$ cat src/lrp_pkg.sv
// Shared types, codes and defaults for the LR shift-reduce parse engine.
package lrp_pkg;

    // Default sizing of the tables and the state stack
    localparam int DEF_NUM_STATES       = 256;
    localparam int DEF_NUM_TERMINALS    = 64;
    localparam int DEF_NUM_NONTERMINALS = 32;
    localparam int DEF_NUM_PRODUCTIONS  = 128;
    localparam int DEF_STACK_DEPTH      = 256;

    // Configuration registers
    localparam logic [15:0] STEP_LIMIT_RESET = 16'd10000;
    localparam logic [0:0]  CFG_STEP_LIMIT   = 1'd0;

    // Command queue between front and back
    localparam int QUEUE_DEPTH = 2;
    localparam int QUEUE_AW    = $clog2(QUEUE_DEPTH);
    localparam int QUEUE_CW    = $clog2(QUEUE_DEPTH + 1);

    typedef enum logic [2:0] {
        CMD_BEGIN   = 3'd0,
        CMD_WR_ACT  = 3'd1,
        CMD_WR_GOTO = 3'd2,
        CMD_WR_PROD = 3'd3,
        CMD_TOKEN   = 3'd4
    } t_cmd;

    // Classified operation handed to the back end
    typedef enum logic [2:0] {
        OP_BEGIN,
        OP_WR_ACT,
        OP_WR_GOTO,
        OP_WR_PROD,
        OP_TOKEN,
        OP_IGNORE
    } t_op;

    typedef enum logic [1:0] {
        KIND_ERROR  = 2'd0,
        KIND_SHIFT  = 2'd1,
        KIND_REDUCE = 2'd2,
        KIND_ACCEPT = 2'd3
    } t_kind;

    typedef enum logic [3:0] {
        OUT_OK        = 4'd0,
        OUT_SHIFT     = 4'd1,
        OUT_ACCEPT    = 4'd2,
        OUT_SYNTAX    = 4'd3,
        OUT_UNDERFLOW = 4'd4,
        OUT_NOGOTO    = 4'd5,
        OUT_LIMIT     = 4'd6,
        OUT_IGNORED   = 4'd7,
        OUT_OVERFLOW  = 4'd8
    } t_outcome;

    typedef enum logic [2:0] {
        S_CLEAR,
        S_IDLE,
        S_CHECK,
        S_ACT,
        S_PROD,
        S_POP,
        S_GOTO
    } t_bk_state;

    typedef struct packed {
        t_op        op;
        logic [7:0] state_idx;
        logic [5:0] symbol;
        logic [1:0] kind;
        logic [7:0] value;
        logic [6:0] prod_idx;
        logic [3:0] rhs_len;
    } t_item;

    // Back end status seen by the front end
    typedef struct packed {
        logic pop;
        logic clearing;
    } t_bk_status;

    typedef struct packed {
        logic        done;
        t_outcome    outcome;
        logic [15:0] reds;
        logic [7:0]  top;
        logic [8:0]  depth;
    } t_result;

endpackage

$ cat src/lrp_front.sv
// Front end: takes command transactions, classifies them and queues them for the back end.
module lrp_front #(
    parameter int NUM_STATES       = lrp_pkg::DEF_NUM_STATES,
    parameter int NUM_TERMINALS    = lrp_pkg::DEF_NUM_TERMINALS,
    parameter int NUM_NONTERMINALS = lrp_pkg::DEF_NUM_NONTERMINALS,
    parameter int NUM_PRODUCTIONS  = lrp_pkg::DEF_NUM_PRODUCTIONS
) (
    input  logic                i_clk,
    input  logic                i_rst_n,
    input  logic                start,
    output logic                busy,
    input  logic [2:0]          i_cmd,
    input  logic [7:0]          i_state_index,
    input  logic [5:0]          i_symbol,
    input  logic [1:0]          i_entry_kind,
    input  logic [7:0]          i_entry_value,
    input  logic [6:0]          i_production_index,
    input  logic [3:0]          i_rhs_length,
    input  lrp_pkg::t_bk_status i_status,
    output logic                o_q_valid,
    output lrp_pkg::t_item      o_q_item
);
    import lrp_pkg::*;

    t_item               r_q [QUEUE_DEPTH];
    logic [QUEUE_AW-1:0] r_wp;
    logic [QUEUE_AW-1:0] r_rp;
    logic [QUEUE_CW-1:0] r_cnt;
    logic                accept;
    logic                st_ok;
    logic                term_ok;
    logic                nonterm_ok;
    logic                prod_ok;
    t_item               item;

    assign busy   = (int'(r_cnt) == QUEUE_DEPTH) || i_status.clearing;
    assign accept = start && !busy;

    // Range checks against table sizes
    assign st_ok      = int'(i_state_index) < NUM_STATES;
    assign term_ok    = int'(i_symbol) < NUM_TERMINALS;
    assign nonterm_ok = int'(i_symbol) < NUM_NONTERMINALS;
    assign prod_ok    = int'(i_production_index) < NUM_PRODUCTIONS;

    // Classify the command; out-of-range writes and unknown codes are ignored
    always_comb begin
        item.state_idx = i_state_index;
        item.symbol    = i_symbol;
        item.kind      = i_entry_kind;
        item.value     = i_entry_value;
        item.prod_idx  = i_production_index;
        item.rhs_len   = i_rhs_length;
        case (i_cmd)
            CMD_BEGIN:   item.op = OP_BEGIN;
            CMD_WR_ACT:  item.op = (st_ok && term_ok) ? OP_WR_ACT : OP_IGNORE;
            CMD_WR_GOTO: item.op = (st_ok && nonterm_ok) ? OP_WR_GOTO : OP_IGNORE;
            CMD_WR_PROD: item.op = (prod_ok && nonterm_ok) ? OP_WR_PROD : OP_IGNORE;
            CMD_TOKEN:   item.op = OP_TOKEN;
            default:     item.op = OP_IGNORE;
        endcase
    end

    // Queue storage
    always_ff @(posedge i_clk) begin
        if (accept) begin
            r_q[r_wp] <= item;
        end
    end

    // Queue pointers
    always_ff @(posedge i_clk) begin
        if (!i_rst_n) begin
            r_wp  <= '0;
            r_rp  <= '0;
            r_cnt <= '0;
        end else begin
            if (accept) begin
                r_wp <= r_wp + 1'b1;
            end
            if (i_status.pop) begin
                r_rp <= r_rp + 1'b1;
            end
            r_cnt <= r_cnt + QUEUE_CW'(accept) - QUEUE_CW'(i_status.pop);
        end
    end

    assign o_q_valid = r_cnt != '0;
    assign o_q_item  = r_q[r_rp];

endmodule

$ cat config.mk
export PLATFORM = sky130hd
export DESIGN_NAME = lrp_front
export DESIGN_NICKNAME = d
export VERILOG_FILES = /design/src/lrp_pkg.sv /design/src/lrp_front.sv
export SDC_FILE = /design/constraint.sdc
export NUM_CORES = 1
export LEC_CHECK = 0
export BUFFER_PORTS_ARGS = -buffer_cell sky130_fd_sc_hd__buf_2
export CELL_PAD_IN_SITES_DETAIL_PLACEMENT = 1
export CELL_PAD_IN_SITES_GLOBAL_PLACEMENT = 1
export CORE_MARGIN = 1.5
export CORE_UTILIZATION = 47
export CTS_BUF_LIST = sky130_fd_sc_hd__clkbuf_16
export DETAILED_ROUTE_END_ITERATION = 16
export GPL_TIMING_DRIVEN = 0
export PLACE_DENSITY = 0.95
export REMOVE_ABC_BUFFERS = 1
export SYNTH_ARGS = -nofsm -noshare
export SYNTH_HDL_FRONTEND = slang
export SYNTH_SLANG_ARGS = --single-unit
$ cat constraint.sdc
create_clock -name i_clk -period 4.74 [get_ports i_clk]
set_clock_uncertainty 0.15 [all_clocks]
set_input_delay 0.948 -clock i_clk [delete_from_list [all_inputs] [get_ports i_clk]]
set_output_delay 0.948 -clock i_clk [all_outputs]
set_load 0.01 [all_outputs]
* Word-level counts from Yosys, hierarchy flattened *
Memories as Yosys holds them, arrays and structs flattened. A register that Yosys moved wholly into a read port is not among the register bits.
Cells that the tools add are included.

operators by class
  $add $sub $neg = 4
  order comparisons = 1
  equal/unequal tests = 5
  muxes and demuxes = 7
  reductions and logical operators = 5

operators with widths
  kind                                                                    number
  3-bit case mux with 5 select lines                                      1
  3-bit by 2-bit equality test with 1-bit output (second input constant)  2
  6-bit < comparator (second input constant)                              1
  3-bit two-way mux                                                       2
  1-bit two-way mux                                                       4
  3-bit by 1-bit equality test with 1-bit output (second input constant)  1
  3-bit equality test (second input constant)                             1
  3-bit zero test                                                         1
  1-bit adder (second input constant)                                     2
  2-bit by 1-bit adder with 2-bit output                                  1
  2-bit equality test (second input constant)                             1
  2-bit nonzero test                                                      1
  2-bit by 1-bit subtractor with 2-bit output                             1
  1-bit logical AND                                                       1
  1-bit zero test                                                         1
  1-bit logical OR                                                        1

word-level totals
  bits in registers = 4
  RAM bits = 76
  bits of input ports = 43
  output and inout bits = 40
  logic and storage cells = 26
  memories = 1

memory list
  memory  depth  width  rd ports  clocked after Yosys merged registers in  write ports  RTL line         text
  r_q     2      38     1         1                                        1            lrp_front.sv:25  t_item r_q [QUEUE_DEPTH];

* Logic depth before layout (Yosys ltp) *
Gate-level depths: netlist of the first run.

  depth in word-level cells = 6
  mapped depth = 8
  gate-level depth less buffers = 8

* Worst setup path after synthesis of the first run *
No wires, ideal clock.

  path kind = input -> register
  start = input i_status[0] (netlist bit)
  end = memory r_q[0][0] (netlist bit) (enable)
  setup time = 0.433 ns
  arrival = 2.798 ns
  required time = 4.157 ns
  setup slack = 1.359 ns
  stages = 2
  buffers on the path = 0
  cell sequence = nand3b_1 nor2_1

between the ends
  cells in the longest elaborated chain, start to end = 5

ends and longest elaborated chain
  item                                     RTL line         text
  start, declared                          lrp_front.sv:19  input lrp_pkg::t_bk_status i_status,
  1-bit logical OR                         lrp_front.sv:36  assign busy = (int'(r_cnt) == QUEUE_DEPTH) || i_status.clearing;
  1-bit zero test                          lrp_front.sv:37  assign accept = start && !busy;
  1-bit logical AND                        lrp_front.sv:37
  1-bit two-way mux                        lrp_front.sv:65  if (accept) begin
  1-bit two-way mux (implied by the code)  lrp_front.sv:66  r_q[r_wp] <= item;
  end, declared                            lrp_front.sv:25

No other way between the ends.

==> impl_results.md, run 1 <==
- Status: finished, final reports clean
- Power Density: 424 nW/um2
- Final Max Slew Viols: 0
- Post-CTS Setup Inserts: 0
- Clock slew at reported path FFs: 0.06 ns
- Largest net degree at the start of global routing: 21
- Register-to-register setup slack: 2.66 ns
- Syn Area/Cell: 21.0 um2
- I/O pins: 83
- Die Wd: 84.0 um
- Period utilisation layout: 0.610
- Storage cell area: 2380 um2
- Detailed-router iteration count before antenna repair: 6
- FMAX: 0.346 GHz
- Startpoint types: register
- Vias per cell: 5.06
- Filler cells: 577
- R2R Path End: r_q[0][6]$_DFFE_PP_
- Die ar.: 7060 um2
- Core footprint: 6350 um2
- Area of the multi-input gates: 672 um2
- Wire per inst: 18.4 um
- Seq/Total Area, Yosys: 0.772
- RePlAce Congestion: 0.660
- Commonest non-fill, non-tap cell in the layout: buf_2
- Hold Buf Count CTS: 0
- RSZ-0062 raised after global routing: no
- RR Startpoint: r_cnt[0]$_SDFF_PN0_
- DR iter-0 viols: 99
- Minimum clock period: 2.89 ns
- Number of port buffers: 82
- First-pass GRT wire length: 9250 um
- Most frequent cells in the layout: buf_2, edfxtp_1, mux2_4, mux2_2, clkbuf_16
- Vias in the first global route: 1750
- Crit path largest cell delay: 0.71 ns
- Max stage delay cell, worst path: dfxtp_2
- Crit Path Category: reg -> out
- Hpwl dp: 4250 um
- Synth area leaders: edfxtp_1, mux2_4, mux2_2
- Post-route ant nets: 0
- Longest Clk Path Bufs: 2
- WL final: 5910 um
- Initial core utilization: 0.486
- ANT cells: 0
- CP top delay family: flip-flops
- Final Hold Violating Endpoints: 0
- Gr ovfl total: 0
- Comb power frac: 0.125
- Vias: 1624
- Cells on worst reg2reg path: 4
- Power after layout: 1.66 mW
- Clk sinks: 81
- Actual slew at the worst max-slew pin: 0.640 ns
- Share of layout cells above drive strength 1: 0.566
- Post-CTS Resized: 0
- Root buffer selected by CTS: clkbuf_16
- CTS tree: built
- Total CTS buffers: 9
- # nets final: 284
- Top-area cell type share of the netlist area: 0.740
- Clk Latency, worst-skew pair: 0.32 ns
- Int Power: 1.28 mW
- Max rail drop VDD: 0.000262 V
- Die Ht: 84.0 um
- Crit. path cell count: 3
- Sw Ratio: 0.224
- Critical Path RT: 3.64 ns
- WP buf/inv: 2
- Final TNS setup: 0 ns
- Setup Viol. Count Final: 0
- DRC: 0
- Rel. slew slack: 0.572
- Leak: 1.53 nW
- Max FO, Critical Path: 20
- Min-Delay Path Class: reg -> reg
- Critical Path End: o_q_item[28]
- GR Util All Layers: 0.179
- H-tree depth: 3
- Cell Area, Synth: 3090 um2
- Synth area leader: edfxtp_1
- Clock power frac: 0.360
- Row count: 29
- CP Capture Type: output pin
- Critical Path AT: 1.79 ns
- Synth cell types: 20
- Initial antenna violation count: 0
- Post-Synthesis Cells: 147
- Seq cells post-synth: 81
- Area growth from synthesis to layout: 26.7%
- Crit-path cells: buf_16, mux2_2, buf_2
- MaxCap Viol Count: 0
- Switching power: 0.372 mW
- Sequential share of power: 0.515
- Synth Warn #: 0
[cell type report]
class                      instances  area share
clock inverter                     7     0.00800
multi-input combinational         60       0.172
clock buffer                       9      0.0576
sequential                        81       0.610
timing repair buffer              85       0.126
tap                               77      0.0246
inverter                           2     0.00192
[layer usage]
layer | GRT usage | up-vias | routed length (um)
met2 | 0.309 | 74 | 3080
met5 | 0 | - | 0
met4 | 0.0551 | 0 | 89
met3 | 0.0653 | 9 | 402
li1 | - | 749 | -
met1 | 0.208 | 792 | 2350
[metrics by stage]
step	cell area, um2	cells	worst slack [ns]	hold WS [ns]	utilization
after global routing	3910	321	1.76	0.419	0.616
final	3910	321	1.85	0.387	0.616
after detailed placement	3650	305	2.00	0.381	0.575
after floorplan	3050	143	1.36	0.301	-
after CTS	3910	321	1.81	0.401	0.616
after global placement	3550	302	0.436	0.307	0.560
[state kept, by name (all words and copies together), names as in the netlist, named ones only]
| name | cells |
|---|---|
| r_q | 76 |
| r_rp | 1 |
| r_wp | 1 |
| r_cnt | 2 |
[worst min-delay path, stage by stage (launching register included)]
cell and delay [ns]:
dfxtp_1 0.34, nand2_1 0.07, mux2i_1 0.07
[worst min-delay path by stage]
stage                      start                end  slack (ns)  cells past startpoint
2_1_floorplan  r_wp$_SDFFE_PN0P_  r_wp$_SDFFE_PN0P_        0.30                      2
3_3_place_gp   r_wp$_SDFFE_PN0P_  r_wp$_SDFFE_PN0P_        0.31                      2
5_1_grt        r_wp$_SDFFE_PN0P_  r_wp$_SDFFE_PN0P_        0.42                      2
6_report       r_wp$_SDFFE_PN0P_  r_wp$_SDFFE_PN0P_        0.39                      2
4_1_cts        r_wp$_SDFFE_PN0P_  r_wp$_SDFFE_PN0P_        0.40                      2
3_5_place_dp   r_wp$_SDFFE_PN0P_  r_wp$_SDFFE_PN0P_        0.38                      2
[cells by family (layout without fill, tap and decap cells)]
kind of cell,after synthesis,in the layout,synth area share
DFF,81,81,0.772
muxes,39,39,0.166
and+or+nand+nor,14,14,0.0260
buffers and inverters,6,103,0.0150
xor gates and xnor gates,3,3,0.00852
adders and majority gates,2,2,0.00811
AOI/OAI and AO/OA,2,2,0.00405
[cell usage after synthesis]
cell,instances
a21o_1,1
and2_1,4
buf_2,1
buf_6,3
dfxtp_1,5
edfxtp_1,76
ha_1,2
inv_1,2
mux2_2,18
mux2_4,20
mux2i_1,1
nand2_1,2
nand2b_1,3
nand3b_1,1
nor2_1,2
nor3b_1,1
o21ai_0,1
or2_2,1
xnor2_1,2
xor2_1,1
[power groups by stage]
stage / registers, mW / logic (mW) / clock network [mW]
floorplan: 0.867 / 0.114 / 0
global placement: 0.874 / 0.181 / 0
detailed placement: 0.869 / 0.212 / 0
CTS: 0.854 / 0.213 / 0.608
global route: 0.857 / 0.226 / 0.638
finish: 0.853 / 0.208 / 0.596
Power figures use the tool's default switching activity.
==> inputs of run 2 (changes only) <==
- CORE_UTILIZATION: 47 -> 39
- PLACE_DENSITY: 0.95 -> 0.85
- clock period: 4.74 -> 2.4 ns (I/O delays scaled with it)
==> impl_results.md, run 2 (synthesized netlist as in run 1, its figures left out) <==
- Status: finished, final reports clean (unchanged)
- Clk Latency, worst-skew pair: 0.32 ns (about the same)
- Filler cells: 743 (was 577)
- DR iter-0 viols: 40 (was 99)
- Initial antenna violation count: 0 (unchanged)
- Actual slew at the worst max-slew pin: 0.612 ns (was 0.640 ns)
- Hpwl dp: 3730 um (was 4250 um)
- Clk sinks: 81 (unchanged)
- Worst hold endpoint: r_q[0][7]$_DFFE_PP_ (was r_wp$_SDFFE_PN0P_)
- Register-to-register setup slack: 0.38 ns (was 2.66 ns)
- Post-route insts no fill: 346 (was 321)
- Area of the multi-input gates: 672 um2 (unchanged)
- RePlAce Congestion: 0.635 (was 0.660)
- Longest Clk Path Bufs: 2 (unchanged)
- Critical Path AT: 1.60 ns (was 1.79 ns)
- Gr ovfl total: 0 (unchanged)
- Setup Viol. Count Final: 0 (unchanged)
- Area growth from synthesis to layout: 29.3% (was 26.7%)
- Placed insts: 330 (was 305)
- Vias per cell: 4.58 (was 5.06)
- Final TNS setup: 0 ns (unchanged)
- Total CTS buffers: 9 (unchanged)
- FMAX: 0.448 GHz
- Post-place setup slack: 0.154 ns (was 2.00 ns)
- Vias in the first global route: 1743 (was 1750)
- Post-route ant nets: 0 (unchanged)
- DRC: 0 (unchanged)
- Worst setup slack after layout: 0.166 ns (was 1.85 ns)
- Power Density: 874 nW/um2 (was 424 nW/um2)
- Critical Path RT: 1.77 ns (was 3.64 ns)
- Final core area utilization: 0.519 (was 0.616)
- Row count: 32 (was 29)
- Core footprint: 7690 um2 (was 6350 um2)
- CP Capture Type: output pin (unchanged)
- Most frequent cells in the layout: buf_2, edfxtp_1, mux2_4, mux2_2, clkbuf_16 (unchanged)
- CTS tree: built (unchanged)
- Startpoint types: register (unchanged)
- Hold Path Depth: 1 (was 2)
- RR Startpoint: r_cnt[0]$_SDFF_PN0_ (unchanged)
- Die Ht: 91.9 um (was 84.0 um)
- Die Wd: 91.9 um (was 84.0 um)
- Max rail drop VDD: 0.000421 V (was 0.000262 V)
- Number of port buffers: 82 (unchanged)
- Max FO, Critical Path: 20 (unchanged)
- Vias: 1586 (was 1624)
- Share of layout cells above drive strength 1: 0.578 (was 0.566)
- Final Hold Violating Endpoints: 0 (unchanged)
- Detailed-router iteration count before antenna repair: 2 (was 6)
- Die ar.: 8450 um2 (was 7060 um2)
- Min-Delay Path Class: in -> reg (was reg -> reg)
- Commonest non-fill, non-tap cell in the layout: buf_2 (unchanged)
- Minimum clock period: 2.23 ns
- Post-CTS Setup Inserts: 0 (unchanged)
- Initial core utilization: 0.401 (was 0.486)
- Most flop-heavy register: r_q (unchanged)
- Regs by FF count: r_q x76, r_cnt x2 (unchanged)
- Clock slew at reported path FFs: 0.06 ns (about the same)
- Root buffer selected by CTS: clkbuf_16 (unchanged)
- H-tree depth: 3 (unchanged)
- First-pass GRT wire length: 8600 um (was 9250 um)
- ANT cells: 0 (unchanged)
- Final Max Slew Viols: 0 (unchanged)
- GR Util All Layers: 0.138 (was 0.179)
- R2R Path End: r_q[0][2]$_DFFE_PP_ (was r_q[0][6]$_DFFE_PP_)
- Storage cell area: 2390 um2 (was 2380 um2)
- Rel. slew slack: 0.591 (was 0.572)
- RSZ-0062 raised after global routing: no (unchanged)
- # nets final: 284 (unchanged)
- Leak: 1.55 nW (was 1.53 nW)
- MaxCap Viol Count: 0 (unchanged)
- Cells on worst reg2reg path: 4 (unchanged)
- Wire per inst: 15.5 um (was 18.4 um)
- HP Start: i_production_index[3] (was r_wp$_SDFFE_PN0P_)
- Max reg flops: 76 (unchanged)
- I/O pins: 83 (unchanged)
- Largest net degree at the start of global routing: 23 (was 21)
- Period utilisation layout: 0.931
- Crit Path Category: reg -> out (unchanged)
- WL final: 5370 um (was 5910 um)
[run 2: cell type report]
type,instances,share of cell area
Sequential cell,81,0.598
Multi-Input combinational cell,60,0.168
Timing Repair Buffer,85,0.122
Clock buffer,9,0.0564
Tap cell,102,0.0320
Clock inverter,7,0.0216
Inverter,2,0.00188
[run 2: critical path, stage by stage (launching register included)]
cell	delay, ns
dfxtp_4	0.55
buf_12	0.23
mux2_2	0.34
buf_2	0.14
[run 2: metal layers]
| metal | global-route usage | up-vias | part of all wire |
|---|---|---|---|
| met4 | 0.0538 | 0 | 0.0084 |
| met5 | 0 | - | 0 |
| met3 | 0.0489 | 4 | 0.059 |
| met2 | 0.243 | 49 | 0.54 |
| li1 | - | 753 | - |
| met1 | 0.150 | 780 | 0.39 |
[run 2: worst max path at each step]
stage                     start                  end  slack, ns  cells after the start
finish                 register         o_q_item[34]       0.17                      3
global route           register         o_q_item[34]       0.08                      3
CTS                    register         o_q_item[34]       0.12                      3
detailed placement  i_status[0]  r_q[0][3]$_DFFE_PP_       0.15                      4
global placement    i_status[0]  r_q[1][3]$_DFFE_PP_      -1.58                      3
floorplan           i_status[0]  r_q[0][0]$_DFFE_PP_      -0.51                      2
[run 2: power breakdown]
part | leakage (nW) | switching (mW) | internal [mW]
Clock | 0.158 | 0.505 | 0.901
Sequential | 0.737 | 0.0408 | 1.64
Combinational | 0.653 | 0.184 | 0.214
Total | 1.55 | 0.730 | 2.76
[run 2: repair_timing]
item | 4_1_cts | 5_1_grt
setup endpoints to repair | 19 | 0
gates resized for setup | 1 | 0
hold buffers | 0 | 0
[run 2: stage by stage]
step,power (mW),cell area (um2),hold WS (ns)
detailed placement,2.12,3680,0.366
global route,3.62,3990,0.177
floorplan,1.94,3050,0.301
CTS,3.54,3990,0.179
global placement,2.09,3580,0.313
finish,3.49,3990,0.192
==> inputs of run 3 (changes only) <==
- SETUP_SLACK_MARGIN: unset -> 0.2
==> impl_results.md, run 3 (synthesized netlist as in run 1, its figures left out) <==
- Final Hold Violating Endpoints: 0 (unchanged)
- Final Max Slew Viols: 0 (unchanged)
- Wire per inst: 15.8 um (was 15.5 um)
- Critical Path AT: 1.49 ns (was 1.60 ns)
- Row count: 32 (unchanged)
- Gr ovfl total: 0 (unchanged)
- Crit Path Category: reg -> out (unchanged)
- Placed Area: 3680 um2 (unchanged)
- Die Ht: 91.9 um (unchanged)
- Clk Latency, worst-skew pair: 0.32 ns (about the same)
- Hpwl dp: 3730 um (unchanged)
- WHS: 0.192 ns (about the same)
- DRC: 0 (unchanged)
- Regs by FF count: r_q x76, r_cnt x2 (unchanged)
- Startpoint types: register (unchanged)
- Minimum clock period: 2.12 ns (was 2.23 ns)
- Critical Path RT: 1.77 ns (about the same)
- Root buffer selected by CTS: clkbuf_16 (unchanged)
- Most flop-heavy register: r_q (unchanged)
- Vias in the first global route: 1752 (was 1743)
- Post-place setup slack: 0.154 ns (unchanged)
- Power Density: 873 nW/um2 (was 874 nW/um2)
- Die Wd: 91.9 um (unchanged)
- Vias per cell: 4.58 (about the same)
- Max FO, Critical Path: 19 (was 20)
- Share of layout cells above drive strength 1: 0.580 (was 0.578)
- Hold Buf Count CTS: 0 (unchanged)
- CP Capture Type: output pin (unchanged)
- Final core area utilization: 0.521 (was 0.519)
- DR iter-0 viols: 39 (was 40)
- Largest net degree at the start of global routing: 23 (unchanged)
- Core footprint: 7690 um2 (unchanged)
- Clock slew at reported path FFs: 0.06 ns (about the same)
- Max rail drop VDD: 0.000407 V (was 0.000421 V)
- FMAX: 0.472 GHz (was 0.448 GHz)
- GR Util All Layers: 0.141 (was 0.138)
- Initial antenna violation count: 0 (unchanged)
- Max stage delay cell, worst path: dfxtp_4 (unchanged)
- Period utilisation layout: 0.883 (was 0.931)
- WL final: 5490 um (was 5370 um)
- Filler cells: 743 (unchanged)
- Most frequent cells in the layout: buf_2, edfxtp_1, mux2_4, mux2_2, clkbuf_16 (unchanged)
- Min-Delay Path Class: in -> reg (unchanged)
- Area of the multi-input gates: 672 um2 (unchanged)
- I/O pins: 83 (unchanged)
- Actual slew at the worst max-slew pin: 0.612 ns (about the same)
- MaxCap Viol Count: 0 (unchanged)
- Vias: 1588 (was 1586)
- Fin area: 4000 um2 (was 3990 um2)
- Setup Viol. Count Final: 0 (unchanged)
- Total CTS buffers: 9 (unchanged)
- Die ar.: 8450 um2 (unchanged)
- H-tree depth: 3 (unchanged)
- Clk sinks: 81 (unchanged)
- Status: finished, final reports clean (unchanged)
- Commonest non-fill, non-tap cell in the layout: buf_2 (unchanged)
- Storage cell area: 2390 um2 (unchanged)
- Detailed-router iteration count before antenna repair: 2 (unchanged)
- Leak: 1.55 nW (about the same)
- Area growth from synthesis to layout: 29.7% (was 29.3%)
- ANT cells: 0 (unchanged)
- Crit path largest cell delay: 0.46 ns (was 0.55 ns)
- Number of port buffers: 82 (unchanged)
- Post-route ant nets: 0 (unchanged)
- Crit-path cells: buf_12, mux2_2, buf_2 (unchanged)
- Rel. slew slack: 0.591 (about the same)
- Initial core utilization: 0.401 (unchanged)
- Longest Clk Path Bufs: 2 (unchanged)
- CTS tree: built (unchanged)
- Max reg flops: 76 (unchanged)
- RePlAce Congestion: 0.635 (unchanged)
- # nets final: 285 (was 284)
- First-pass GRT wire length: 8720 um (was 8600 um)
- RSZ-0062 raised after global routing: no (unchanged)
- Worst setup slack after layout: 0.280 ns (was 0.166 ns)
-- run 3: cell types whose count changed in the layout (fill, tap and decap cells not counted), sizes merged --
cell,delta
buf,+1
-- run 3: final timing paths --
check                                           start                    to  slack [ns]  cells past startpoint
worst max-delay path                         register          o_q_item[34]        0.28                      3
worst min-delay path            i_production_index[3]   r_q[0][7]$_DFFE_PP_        0.19                      1
worst max register to register    r_cnt[0]$_SDFF_PN0_  r_q[0][25]$_DFFE_PP_        0.39                      4
worst min register to register      r_wp$_SDFFE_PN0P_     r_wp$_SDFFE_PN0P_        0.37                      2
-- run 3: metal layers --
| metal | wire length, um | vias to the layer above | track usage | share of wire |
|---|---|---|---|---|
| met5 | 0 | - | 0 | 0 |
| met4 | 45 | 0 | 0.0538 | 0.0082 |
| met3 | 312 | 4 | 0.0489 | 0.057 |
| met2 | 2930 | 49 | 0.247 | 0.53 |
| met1 | 2210 | 781 | 0.156 | 0.40 |
| li1 | - | 754 | - | - |
-- run 3: critical path: cells and delay by family (launching register included) --
| kind | cells | cell delay (ns) |
|---|---|---|
| buffers and inverters | 2 | 0.35 |
| flip-flops | 1 | 0.46 |
| multiplexers | 1 | 0.34 |
-- run 3: timing repair --
action | in CTS | in global routing
buffers inserted | 1 | 0
gates resized for setup | 1 | 0
setup endpoints to repair | 32 | 0
-- run 3: through the flow --
step / std cells / setup TNS, ns / power [mW]
after global placement: 327 / -141.87 / 2.09
after detailed placement: 330 / 0 / 2.12
after floorplan: 143 / -39.74 / 1.94
after global routing: 347 / 0 / 3.62
final: 347 / 0 / 3.49
after CTS: 347 / 0 / 3.54
-- run 3: cell type report --
type	count	area share
Multi-Input combinational cell	60	0.168
Sequential cell	81	0.596
Clock buffer	9	0.0563
Clock inverter	7	0.0216
Tap cell	102	0.0319
Timing Repair Buffer	86	0.124
Inverter	2	0.00188
-- run 3: where the power goes --
group	switching (mW)	internal [mW]	total [mW]
clock	0.506	0.901	1.41
sequential	0.0342	1.64	1.67
combinational	0.194	0.217	0.411
total	0.735	2.76	3.49
